`config.mk`:
```
export PLATFORM = sky130hd
export DESIGN_NAME = amicable_pair_check_unit
export DESIGN_NICKNAME = d
export VERILOG_FILES = /design/src/sv/aps_pkg.sv /design/src/sv/aps_div.sv /design/src/sv/aps_aliq.sv /design/src/sv/amicable_pair_check_unit.sv
export SDC_FILE = /design/constraint.sdc
export NUM_CORES = 1
export LEC_CHECK = 0
export BUFFER_PORTS_ARGS = -buffer_cell sky130_fd_sc_hd__buf_4
export CAP_MARGIN = 20
export CORE_UTILIZATION = 32
export DETAILED_ROUTE_END_ITERATION = 10
export RECOVER_POWER = 50
export SYNTH_ARGS = -nofsm -noshare
export SYNTH_HDL_FRONTEND = slang
export SYNTH_HIERARCHICAL = 1
export SYNTH_SLANG_ARGS = --single-unit
```
`constraint.sdc`:
```
create_clock -name clk -period 5.85 [get_ports clk]
set_input_delay 0.585 -clock clk [delete_from_list [all_inputs] [get_ports clk]]
set_output_delay 0.585 -clock clk [all_outputs]
set_load 0.005 [all_outputs]
```
`src/sv/aps_pkg.sv`:
```
// Shared word types and constants for the amicable pair check unit.
package aps_pkg;

    localparam int FIELD_WIDTH   = 16;
    localparam int SUM_OUT_WIDTH = 20;
    localparam logic [SUM_OUT_WIDTH-1:0] SUM_OUT_MAX = {SUM_OUT_WIDTH{1'b1}};

    typedef struct packed {
        logic [FIELD_WIDTH-1:0] first_number;
        logic [FIELD_WIDTH-1:0] second_number;
    } pair_word_t;

    typedef struct packed {
        logic                     is_amicable;
        logic [SUM_OUT_WIDTH-1:0] first_divisor_sum;
    } result_word_t;

endpackage

```
`src/sv/aps_div.sv`:
```
// Bit-serial restoring divider, one quotient bit per cycle.
module aps_div
    import aps_pkg::*;
#(
    parameter int NW = 16
) (
    input  logic          clk,
    input  logic          rst_n,
    input  logic          start,
    input  logic [NW-1:0] dividend,
    input  logic [NW-1:0] divisor,
    output logic          done,
    output logic [NW-1:0] quotient,
    output logic [NW-1:0] remainder
);

    localparam int CW = $clog2(NW + 1);
    localparam logic [CW-1:0] LAST_BIT = CW'(NW - 1);

    logic          busy_reg, busy_next;
    logic          done_reg, done_next;
    logic [CW-1:0] cnt_reg, cnt_next;
    logic [NW-1:0] quo_reg, quo_next;
    logic [NW-1:0] rem_reg, rem_next;
    logic [NW-1:0] dvs_reg, dvs_next;
    logic [NW:0]   trial;
    logic          fits;

    always_comb
    begin
        trial     = {rem_reg, quo_reg[NW-1]};
        fits      = trial >= {1'b0, dvs_reg};
        busy_next = busy_reg;
        done_next = 1'b0;
        cnt_next  = cnt_reg;
        quo_next  = quo_reg;
        rem_next  = rem_reg;
        dvs_next  = dvs_reg;
        if (start)
        begin
            busy_next = 1'b1;
            cnt_next  = LAST_BIT;
            quo_next  = dividend;
            rem_next  = '0;
            dvs_next  = divisor;
        end
        else if (busy_reg)
        begin
            quo_next = {quo_reg[NW-2:0], fits};
            rem_next = fits ? NW'(trial - {1'b0, dvs_reg}) : trial[NW-1:0];
            cnt_next = cnt_reg - 1'b1;
            if (cnt_reg == '0)
            begin
                busy_next = 1'b0;
                done_next = 1'b1;
            end
        end
    end

    always_ff @(posedge clk or negedge rst_n)
    begin
        if (!rst_n)
        begin
            busy_reg <= 1'b0;
            done_reg <= 1'b0;
            cnt_reg  <= '0;
        end
        else
        begin
            busy_reg <= busy_next;
            done_reg <= done_next;
            cnt_reg  <= cnt_next;
        end
    end

    always_ff @(posedge clk)
    begin
        quo_reg <= quo_next;
        rem_reg <= rem_next;
        dvs_reg <= dvs_next;
    end

    assign done      = done_reg;
    assign quotient  = quo_reg;
    assign remainder = rem_reg;

endmodule

```
`src/sv/aps_aliq.sv`:
```
// Aliquot sum engine: trial divisors up to the square root, paired divisors.
module aps_aliq
    import aps_pkg::*;
#(
    parameter int NW = 16,
    parameter int SW = NW + 4
) (
    input  logic          clk,
    input  logic          rst_n,
    input  logic          start,
    input  logic [NW-1:0] operand,
    output logic          done,
    output logic [SW-1:0] sum
);

    localparam logic [1:0] A_IDLE  = 2'd0;
    localparam logic [1:0] A_CHECK = 2'd1;
    localparam logic [1:0] A_DIV   = 2'd2;

    logic [1:0]    state_reg, state_next;
    logic [NW-1:0] n_reg, n_next;
    logic [NW-1:0] d_reg, d_next;
    logic [NW+1:0] sq_reg, sq_next;
    logic [SW-1:0] total_reg, total_next;
    logic          div_start;
    logic          div_done;
    logic [NW-1:0] div_quo;
    logic [NW-1:0] div_rem;
    logic          past_root;
    logic [NW-1:0] partner;

    aps_div #(.NW(NW)) u_div (
        .clk       (clk),
        .rst_n     (rst_n),
        .start     (div_start),
        .dividend  (n_reg),
        .divisor   (d_reg),
        .done      (div_done),
        .quotient  (div_quo),
        .remainder (div_rem)
    );

    always_comb
    begin
        past_root  = sq_reg > (NW+2)'(n_reg);
        partner    = (div_quo != d_reg) ? div_quo : '0;
        state_next = state_reg;
        n_next     = n_reg;
        d_next     = d_reg;
        sq_next    = sq_reg;
        total_next = total_reg;
        div_start  = 1'b0;
        case (state_reg)
            A_IDLE:
            begin
                if (start)
                begin
                    n_next     = operand;
                    d_next     = NW'(1);
                    sq_next    = (NW+2)'(1);
                    total_next = '0;
                    state_next = A_CHECK;
                end
            end
            A_CHECK:
            begin
                if (past_root)
                begin
                    // a start on the done cycle begins the next pass at once
                    if (start)
                    begin
                        n_next     = operand;
                        d_next     = NW'(1);
                        sq_next    = (NW+2)'(1);
                        total_next = '0;
                    end
                    else
                    begin
                        state_next = A_IDLE;
                    end
                end
                else
                begin
                    div_start  = 1'b1;
                    state_next = A_DIV;
                end
            end
            A_DIV:
            begin
                if (div_done)
                begin
                    if (div_rem == '0)
                    begin
                        total_next = total_reg + SW'(d_reg) + SW'(partner);
                    end
                    sq_next    = sq_reg + (NW+2)'({d_reg, 1'b1});
                    d_next     = d_reg + 1'b1;
                    state_next = A_CHECK;
                end
            end
            default:
            begin
                state_next = A_IDLE;
            end
        endcase
    end

    always_ff @(posedge clk or negedge rst_n)
    begin
        if (!rst_n)
        begin
            state_reg <= A_IDLE;
        end
        else
        begin
            state_reg <= state_next;
        end
    end

    always_ff @(posedge clk)
    begin
        n_reg     <= n_next;
        d_reg     <= d_next;
        sq_reg    <= sq_next;
        total_reg <= total_next;
    end

    // divisor sum includes n itself
    assign done = (state_reg == A_CHECK) && past_root;
    assign sum  = total_reg - SW'(n_reg);

endmodule

```
`src/sv/amicable_pair_check_unit.sv`:
```
// Top level: amicable pair test, sequencing two aliquot sums and the result word.
// Each pass over n runs the bit-serial divider once per trial divisor up to floor(sqrt(n)).
// The second pass runs only when the first sum matches the second number.
// One pair in flight; the next word is taken once the result is in the output register.
// Reset clears the sequencer, the divider control and the output valid; no memories.
module amicable_pair_check_unit
    import aps_pkg::*;
#(
    parameter int NUMBER_WIDTH = 16
) (
    input  logic         clk,
    input  logic         rst_n,
    input  logic         pair_valid,
    output logic         pair_stall,
    input  pair_word_t   pair,
    output logic         result_valid,
    input  logic         result_stall,
    output result_word_t result
);

    localparam int NW = NUMBER_WIDTH;
    localparam int SW = NW + 4;

    localparam logic [1:0] ST_IDLE  = 2'd0;
    localparam logic [1:0] ST_PASS1 = 2'd1;
    localparam logic [1:0] ST_PASS2 = 2'd2;
    localparam logic [1:0] ST_DONE  = 2'd3;

    logic [1:0]    state_reg, state_next;
    logic [NW-1:0] a_reg, a_next;
    logic [NW-1:0] b_reg, b_next;
    logic [SW-1:0] sum1_reg, sum1_next;
    logic          amic_reg, amic_next;
    logic          out_valid_reg, out_valid_next;
    result_word_t  out_reg, out_next;
    logic [31:0]   first_wide;
    logic [31:0]   second_wide;
    logic [NW-1:0] first_masked;
    logic [NW-1:0] second_masked;
    logic          aliq_start;
    logic [NW-1:0] aliq_operand;
    logic          aliq_done;
    logic [SW-1:0] aliq_sum;
    logic [39:0]   sum1_wide;
    logic          load_out;

    aps_aliq #(.NW(NW), .SW(SW)) u_aliq (
        .clk     (clk),
        .rst_n   (rst_n),
        .start   (aliq_start),
        .operand (aliq_operand),
        .done    (aliq_done),
        .sum     (aliq_sum)
    );

    assign first_wide    = 32'(pair.first_number);
    assign second_wide   = 32'(pair.second_number);
    assign first_masked  = first_wide[NW-1:0];
    assign second_masked = second_wide[NW-1:0];
    assign sum1_wide     = 40'(sum1_reg);
    assign pair_stall    = (state_reg != ST_IDLE);

    always_comb
    begin
        state_next     = state_reg;
        a_next         = a_reg;
        b_next         = b_reg;
        sum1_next      = sum1_reg;
        amic_next      = amic_reg;
        out_next       = out_reg;
        out_valid_next = out_valid_reg;
        aliq_start     = 1'b0;
        aliq_operand   = first_masked;
        load_out       = 1'b0;
        if (out_valid_reg && !result_stall)
        begin
            out_valid_next = 1'b0;
        end
        case (state_reg)
            ST_IDLE:
            begin
                if (pair_valid)
                begin
                    a_next     = first_masked;
                    b_next     = second_masked;
                    aliq_start = 1'b1;
                    state_next = ST_PASS1;
                end
            end
            ST_PASS1:
            begin
                if (aliq_done)
                begin
                    sum1_next = aliq_sum;
                    if (aliq_sum == SW'(b_reg))
                    begin
                        aliq_start   = 1'b1;
                        aliq_operand = b_reg;
                        state_next   = ST_PASS2;
                    end
                    else
                    begin
                        amic_next  = 1'b0;
                        state_next = ST_DONE;
                    end
                end
            end
            ST_PASS2:
            begin
                if (aliq_done)
                begin
                    amic_next  = (aliq_sum == SW'(a_reg));
                    state_next = ST_DONE;
                end
            end
            ST_DONE:
            begin
                if (!out_valid_reg || !result_stall)
                begin
                    load_out = 1'b1;
                    out_next.is_amicable = amic_reg;
                    out_next.first_divisor_sum = (sum1_wide > 40'(SUM_OUT_MAX)) ?
                        SUM_OUT_MAX : sum1_wide[SUM_OUT_WIDTH-1:0];
                    out_valid_next = 1'b1;
                    state_next     = ST_IDLE;
                end
            end
            default:
            begin
                state_next = ST_IDLE;
            end
        endcase
    end

    always_ff @(posedge clk or negedge rst_n)
    begin
        if (!rst_n)
        begin
            state_reg     <= ST_IDLE;
            out_valid_reg <= 1'b0;
        end
        else
        begin
            state_reg     <= state_next;
            out_valid_reg <= out_valid_next;
        end
    end

    always_ff @(posedge clk)
    begin
        a_reg    <= a_next;
        b_reg    <= b_next;
        sum1_reg <= sum1_next;
        amic_reg <= amic_next;
        out_reg  <= out_next;
    end

    assign result_valid = out_valid_reg;
    assign result       = out_reg;

    a_done_in_pass: assert property (@(posedge clk) disable iff (!rst_n)
        aliq_done |-> (state_reg == ST_PASS1 || state_reg == ST_PASS2))
        else $error("aliquot done outside a pass");

    a_accept_starts: assert property (@(posedge clk) disable iff (!rst_n)
        (pair_valid && !pair_stall) |=> (state_reg == ST_PASS1))
        else $error("accepted word did not start first pass");

    a_pass2_match: assert property (@(posedge clk) disable iff (!rst_n)
        (state_reg == ST_PASS2) |-> (sum1_reg == SW'(b_reg)))
        else $error("second pass without first sum match");

    a_load_from_done: assert property (@(posedge clk) disable iff (!rst_n)
        load_out |=> (result_valid && state_reg == ST_IDLE))
        else $error("result load did not present word");

endmodule

```
# Yosys cells after proc, flatten, opt, wreduce, memory -nomap -nowiden
# Index checks and enable logic that the tools add are counted.
# word_totals
reg_bits	204
in_bits	36
word_cells	125
# classes
add_sub_neg	7
n_eq_ne	18
order_cmp	3
mux	55
n_reduce_logical	23
# op_table
cell	count
2-to-1 mux 16 bit	12
2-to-1 mux 20 bit	4
case mux 20 bit (3 select lines)	1
2-to-1 mux 18 bit	3
case mux 18 bit (3 select lines)	1
case mux 16 bit (3 select lines)	1
adder 20 x 16 -> 20 bit	2
== test 20 x 16 -> 1 bit	2
case mux 16 bit (2 select lines)	1
greater-than comparator 20 bit, second input constant	1
subtractor 20 x 16 -> 20 bit	1
adder 18 x 17 -> 18 bit	1
greater-than comparator 18 x 16 -> 1 bit	1
2-to-1 mux 1 bit	18
greater-or-equal comparator 17 x 16 -> 1 bit	1
adder 16 x 1 -> 16 bit, second input constant	1
logical NOT 16 bit	1
2-to-1 mux 2 bit	8
!= test 16 bit	1
subtractor 16 bit	1
!= test 2 bit, second input constant	7
AND reduction 4 bit	3
2-to-1 mux 5 bit	2
case mux 2 bit (4 select lines)	1
other kinds (16)	31

# Logic depth before layout (Yosys ltp)
# depth
depth_word	8
depth_mapped	17
ltp_nobuf	16

# Hierarchy
# Netlist, hierarchy kept.
# by_module_without_submodules
mod	cells_each	instances	area_each_um2
aps_aliq	643	1	6336.1
aps_div	316	1	3308.2
amicable_pair_check_unit	184	1	3155.5

# Worst setup path before layout
# No wires, ideal clock.
# synth_timing
path_kind	reg-to-reg
from	register u_aliq.n_reg[0]
to	register u_aliq.d_reg[0], enable pin
slack_ns	0.898
path_buffers	1
stages_incl_launch_ff	17
arrival_ns	4.561
synth_period_minus_slack_ns	4.952
required_time_ns	5.458
cell_sequence	edfxtp_1 -> ha_1 -> fa_1 -> and2b_1 -> o211ai_2 -> a211oi_2 -> nor4_2 -> nor4_1 -> nor3_1 -> or4_4 -> nor4_2 -> nand3_2 -> nor3_4 -> buf_12 -> or2_2 -> o2111ai_1 -> nand2_1
# synth_via
elab_chain_cells	3
# synth_lines
element	line_no	rtl
start, declared	aps_aliq.sv:21	logic [NW-1:0] n_reg, n_next;
start signal, assigned	aps_aliq.sv:122	n_reg <= n_next;
greater-than comparator 18 x 16 -> 1 bit	aps_aliq.sv:45	past_root = sq_reg > (NW+2)'(n_reg);
!= test 2 x 1 -> 1 bit (no source line)	n/a	
AND reduction 3 bit (no source line)	n/a	
end signal, assigned	aps_aliq.sv:123	d_reg <= d_next;
end, declared	aps_aliq.sv:22	logic [NW-1:0] d_reg, d_next;
# No other way between the ends.
# A chain may end at the register's enable or synchronous reset.

# Worst setup path in the final report
# layout_timing
from	register u_aliq.n_reg[0]
to	register u_aliq.n_reg[11], enable pin
# layout_via
elab_chain_cells	3
# layout_lines
element	line_no
greater-than comparator 18 x 16 -> 1 bit	aps_aliq.sv:45
!= test 2 x 1 -> 1 bit (no source line)	n/a
AND reduction 2 bit (no source line)	n/a
# No other way between the ends.

==> results.cfg <==
[clock_tree]
cts_resized = 0
root_buffer = clkbuf_16
cts_tree = built
clk-insertion-delay-late_ps = 520
cts-htree-levels = 1
cts.sinks = 204
numCtsBuffers = 24
clkSlewWorstSetupHoldPaths_ps = 60
clockBufferDepth = 3
post_cts_buffers = 0

[cells_and_area]
drive_gt1_share_pct = 13.9
fin_area_sq_um = 14400
largest_reg_flops = 21
fin_nets = 1331
n_fill_cell = 3816
area_growth_pct = 12.2

[die]
die_h_microns = 202
io_pins = 59
start_util_pct = 32.8
die_x_microns = 202
die_area_sq_um = 40800
rows = 72
coreArea_sq_um = 39000

[worst_hold_path]
holdCritStartpoint = pair[8]
hold_class = in -> reg

[grt]
grt_usage_pct = 15.2
grt_overflow_total = 0
use_met1_pct = 21.0
grt_antenna_before_repair = 1
grt_pass1_vias = 8916
grt_use_met2_pct = 25.0
grt_pass1_wl_mm = 49.6
grt_busiest_layer = met2
grt_max_degree = 39
use_met3_pct = 2.14

[timing]
max_slew.worst_pin.slew_ps = 1860
hold_viol = 0
period_needed_ps = 5170
fin_skew_ps = 19.7
relSlewSlack_pct = -24.2
grt_setup_unrepaired = no
slew_viol_final = 74
setup_violations = 0
fmax_mhz = 193
post-route-period-util_pct = 88.4
fin_setup_tns_ps = 0
hold_slack_ps = 264
setup_slack_ps = 677

[critical_path]
cp.depth = 15
endpoint = u_aliq/n_reg[11]
critPathCaptureType = flop
critPathBufInv = 1
r2r_start = u_aliq/n_reg[0]
reg2reg_to = u_aliq/n_reg[11]
crit_top_cell = nor4_1
cpLargestDelayFamily = simple AND/OR/NAND/NOR gates
cp_max_fo = 16
rrSetupSlack_ps = 680
worstPathArrival_ps = 5310
crit_chain = ha_1, fa_1, and2b_1, o211ai_1, a211oi_1, nor4_1, nor4_1, nor3_1, or4_4, nor4_2, nand3_2, nor3_4, or2_2, o2111ai_1, inv_1
cp_data_required_time_ps = 5990
start_kind = flop
critical_path_class = reg -> reg
critPathMaxStageDelay_ps = 590
cp_slowest_cell = inv_1
reg2regPathDepth = 15
startpoint = u_aliq/n_reg[0]

[run]
drv_cap = 3

[logic_synthesis]
ys_async_sr_fraction_pct = 5.88
seq_area_frac_synth_pct = 46.1
synth_fp_nets = 1286
synthFlopType = edfxtp_1
netlist_instances = 1143
syn_area_sq_um = 12800
synthDistinctLibCells = 100
ys_seq_elements = 204
synth_edf_count = 176
avgSynthCellArea_sq_um = 11.2
yosysWarnings = 6

[detailed_routing]
ant_nets = 0
first_iter_violations = 729
drtPass1Iterations = 5
wirelength_mm = 31.0
vias = 8850
wl_per_cell_microns = 18.0
routed_via_density = 5.13
drc = 0

[outcome]
violations = max-capacitance violations, max-slew violations
status = finished, violations left

[power]
ir_worst_vdd_mv = 0.231
pwr-share-clk_pct = 17.4
p_per_area_nw_per_um2 = 545
switching_share_pct = 42.3
combPwrFrac_pct = 51.1
p_int_mw = 4.52
p_sw_mw = 3.31
seqPwrFrac_pct = 31.4
power.leakage_nw = 5.39

[placed_design]
dpl.hpwl_mm = 23.8
place_ws_ps = 941
portBuffers = 58
place_congestion = 0.895
placed_area_sq_um = 13700
[Yosys cell counts (all sizes together) (3+ instances only)]
| cell | number | share of area, % |
|---|---|---|
| nand3 | 22 | 0.90 |
| fa | 20 | 3.1 |
| a2111oi | 4 | 0.48 |
| nand2 | 71 | 2.1 |
| mux2 | 33 | 3.2 |
| edfxtp | 176 | 41 |
| o21ai | 44 | 1.7 |
| mux2i | 7 | 0.55 |
| xnor2 | 47 | 3.2 |
| nor3 | 33 | 1.5 |
| a31oi | 8 | 0.67 |
| o211ai | 19 | 1.3 |
| or3 | 7 | 0.35 |
| o311ai | 5 | 0.40 |
| dfxtp | 16 | 2.5 |
| o31a | 3 | 0.22 |
| nor2 | 85 | 2.5 |
| a21o | 16 | 0.96 |
| nand2b | 13 | 0.69 |
| a21boi | 4 | 0.23 |
| dfrtp | 12 | 2.3 |
| and3 | 10 | 0.49 |
| o211a | 3 | 0.23 |
| or4b | 4 | 0.31 |
| clkbuf | 42 | 1.3 |
| o221ai | 3 | 0.21 |
| buf | 6 | 0.49 |
| nand4 | 19 | 0.93 |
| ha | 87 | 8.5 |
| nor2b | 9 | 0.44 |
| o2111ai | 4 | 0.27 |
| o21a | 17 | 1.0 |
| and4 | 4 | 0.27 |
| nor4 | 21 | 1.1 |
| inv | 63 | 1.8 |
| or2 | 9 | 0.44 |
| o41ai | 5 | 0.40 |
| and2 | 23 | 1.2 |
| o31ai | 8 | 0.55 |
| a211oi | 20 | 1.4 |
| a21oi | 56 | 2.3 |
| xor2 | 57 | 3.9 |
[worst reg2reg max path, stage by stage (launching register included)]
cell	delay (ps)
edfxtp_1	420
ha_1	250
fa_1	410
and2b_1	240
o211ai_1	130
a211oi_1	560
nor4_1	200
nor4_1	290
nor3_1	100
or4_4	560
nor4_2	300
nand3_2	140
nor3_4	210
or2_2	150
o2111ai_1	240
inv_1	590
[cells by family after synthesis]
| family | Yosys count | synth area share, % |
|---|---|---|
| XOR/XNOR | 104 | 7.12 |
| buffers and inverters | 111 | 3.69 |
| AO/OA/AOI/OAI | 240 | 14.1 |
| AND/OR/NAND/NOR | 337 | 13.6 |
| adder cells (fa/ha/maj) | 107 | 11.6 |
| multiplexers | 40 | 3.71 |
| flip-flops | 204 | 46.1 |
[metal layers]
| metal | wire length [microns] | part of all wire, % |
|---|---|---|
| met5 | 0 | 0 |
| met4 | 778 | 2.5 |
| met3 | 1200 | 3.9 |
| met2 | 14500 | 47 |
| met1 | 14500 | 47 |
[cell type report]
type / count / area, sq um / area share, %
Antenna cell: 1 / 2.50 / 0.0174
Clock buffer: 30 / 643 / 4.48
Clock inverter: 13 / 81.3 / 0.566
Inverter: 63 / 236 / 1.65
Multi-Input combinational cell: 828 / 6400 / 44.5
Sequential cell: 204 / 5910 / 41.1
Tap cell: 518 / 648 / 4.51
Timing Repair Buffer: 67 / 447 / 3.11
[through the flow]
stage / util (%) / power, mW / std cells
final: 36.8 / 7.83 / 1724
after global routing: 36.8 / 8.40 / 1723
after CTS: 37.1 / 7.88 / 1723
after detailed placement: 35.2 / 6.47 / 1679
after global placement: 35.1 / 6.39 / 1677
after floorplan: - / 5.43 / 1143
[worst min-delay path by stage]
| stage | endpoint | slack, ps | cells past startpoint |
|---|---|---|---|
| after global routing | b_reg[13] | 250 | 1 |
| after CTS | b_reg[8] | 220 | 1 |
| after detailed placement | result[17] | 400 | 0 |
| after global placement | result[14] | 410 | 0 |
| after floorplan | result_valid | 290 | 0 |
| final | b_reg[8] | 260 | 1 |
[cells in the final DEF (no fill, tap or decap), drive strengths merged, types with 5 or more instances in the layout]
| cell | count |
|---|---|
| buf | 6 |
| nor3 | 33 |
| clkinv | 10 |
| or3 | 7 |
| nand3 | 22 |
| nand2 | 71 |
| a31oi | 8 |
| nor2 | 85 |
| dfxtp | 16 |
| a21o | 16 |
| xnor2 | 47 |
| and2 | 23 |
| o211ai | 19 |
| inv | 63 |
| o21a | 17 |
| mux2 | 33 |
| or2 | 9 |
| clkbuf | 90 |
| xor2 | 57 |
| ha | 87 |
| dfrtp | 12 |
| edfxtp | 176 |
| a21oi | 56 |
| o41ai | 5 |
| nor2b | 9 |
| nand2b | 13 |
| nand4 | 19 |
| nor4 | 21 |
| a211oi | 20 |
| o31ai | 8 |
| o21ai | 44 |
| mux2i | 7 |
| and3 | 10 |
| fa | 20 |
| o311ai | 5 |
[what timing repair did]
item,4_1_cts,5_1_grt
setup endpoints to repair,0,0
hold endpoints to repair,12,0
hold buffers,1,0
[power groups by stage]
stage               Sequential [mW]  Combinational [mW]  Clock [mW]
finish                         2.46                4.00        1.37
global route                   2.51                4.44        1.45
CTS                            2.47                4.01        1.40
detailed placement             2.49                3.98           0
global placement               2.49                3.90           0
floorplan                      2.34                3.10           0
(Power assumes the default switching activity.)
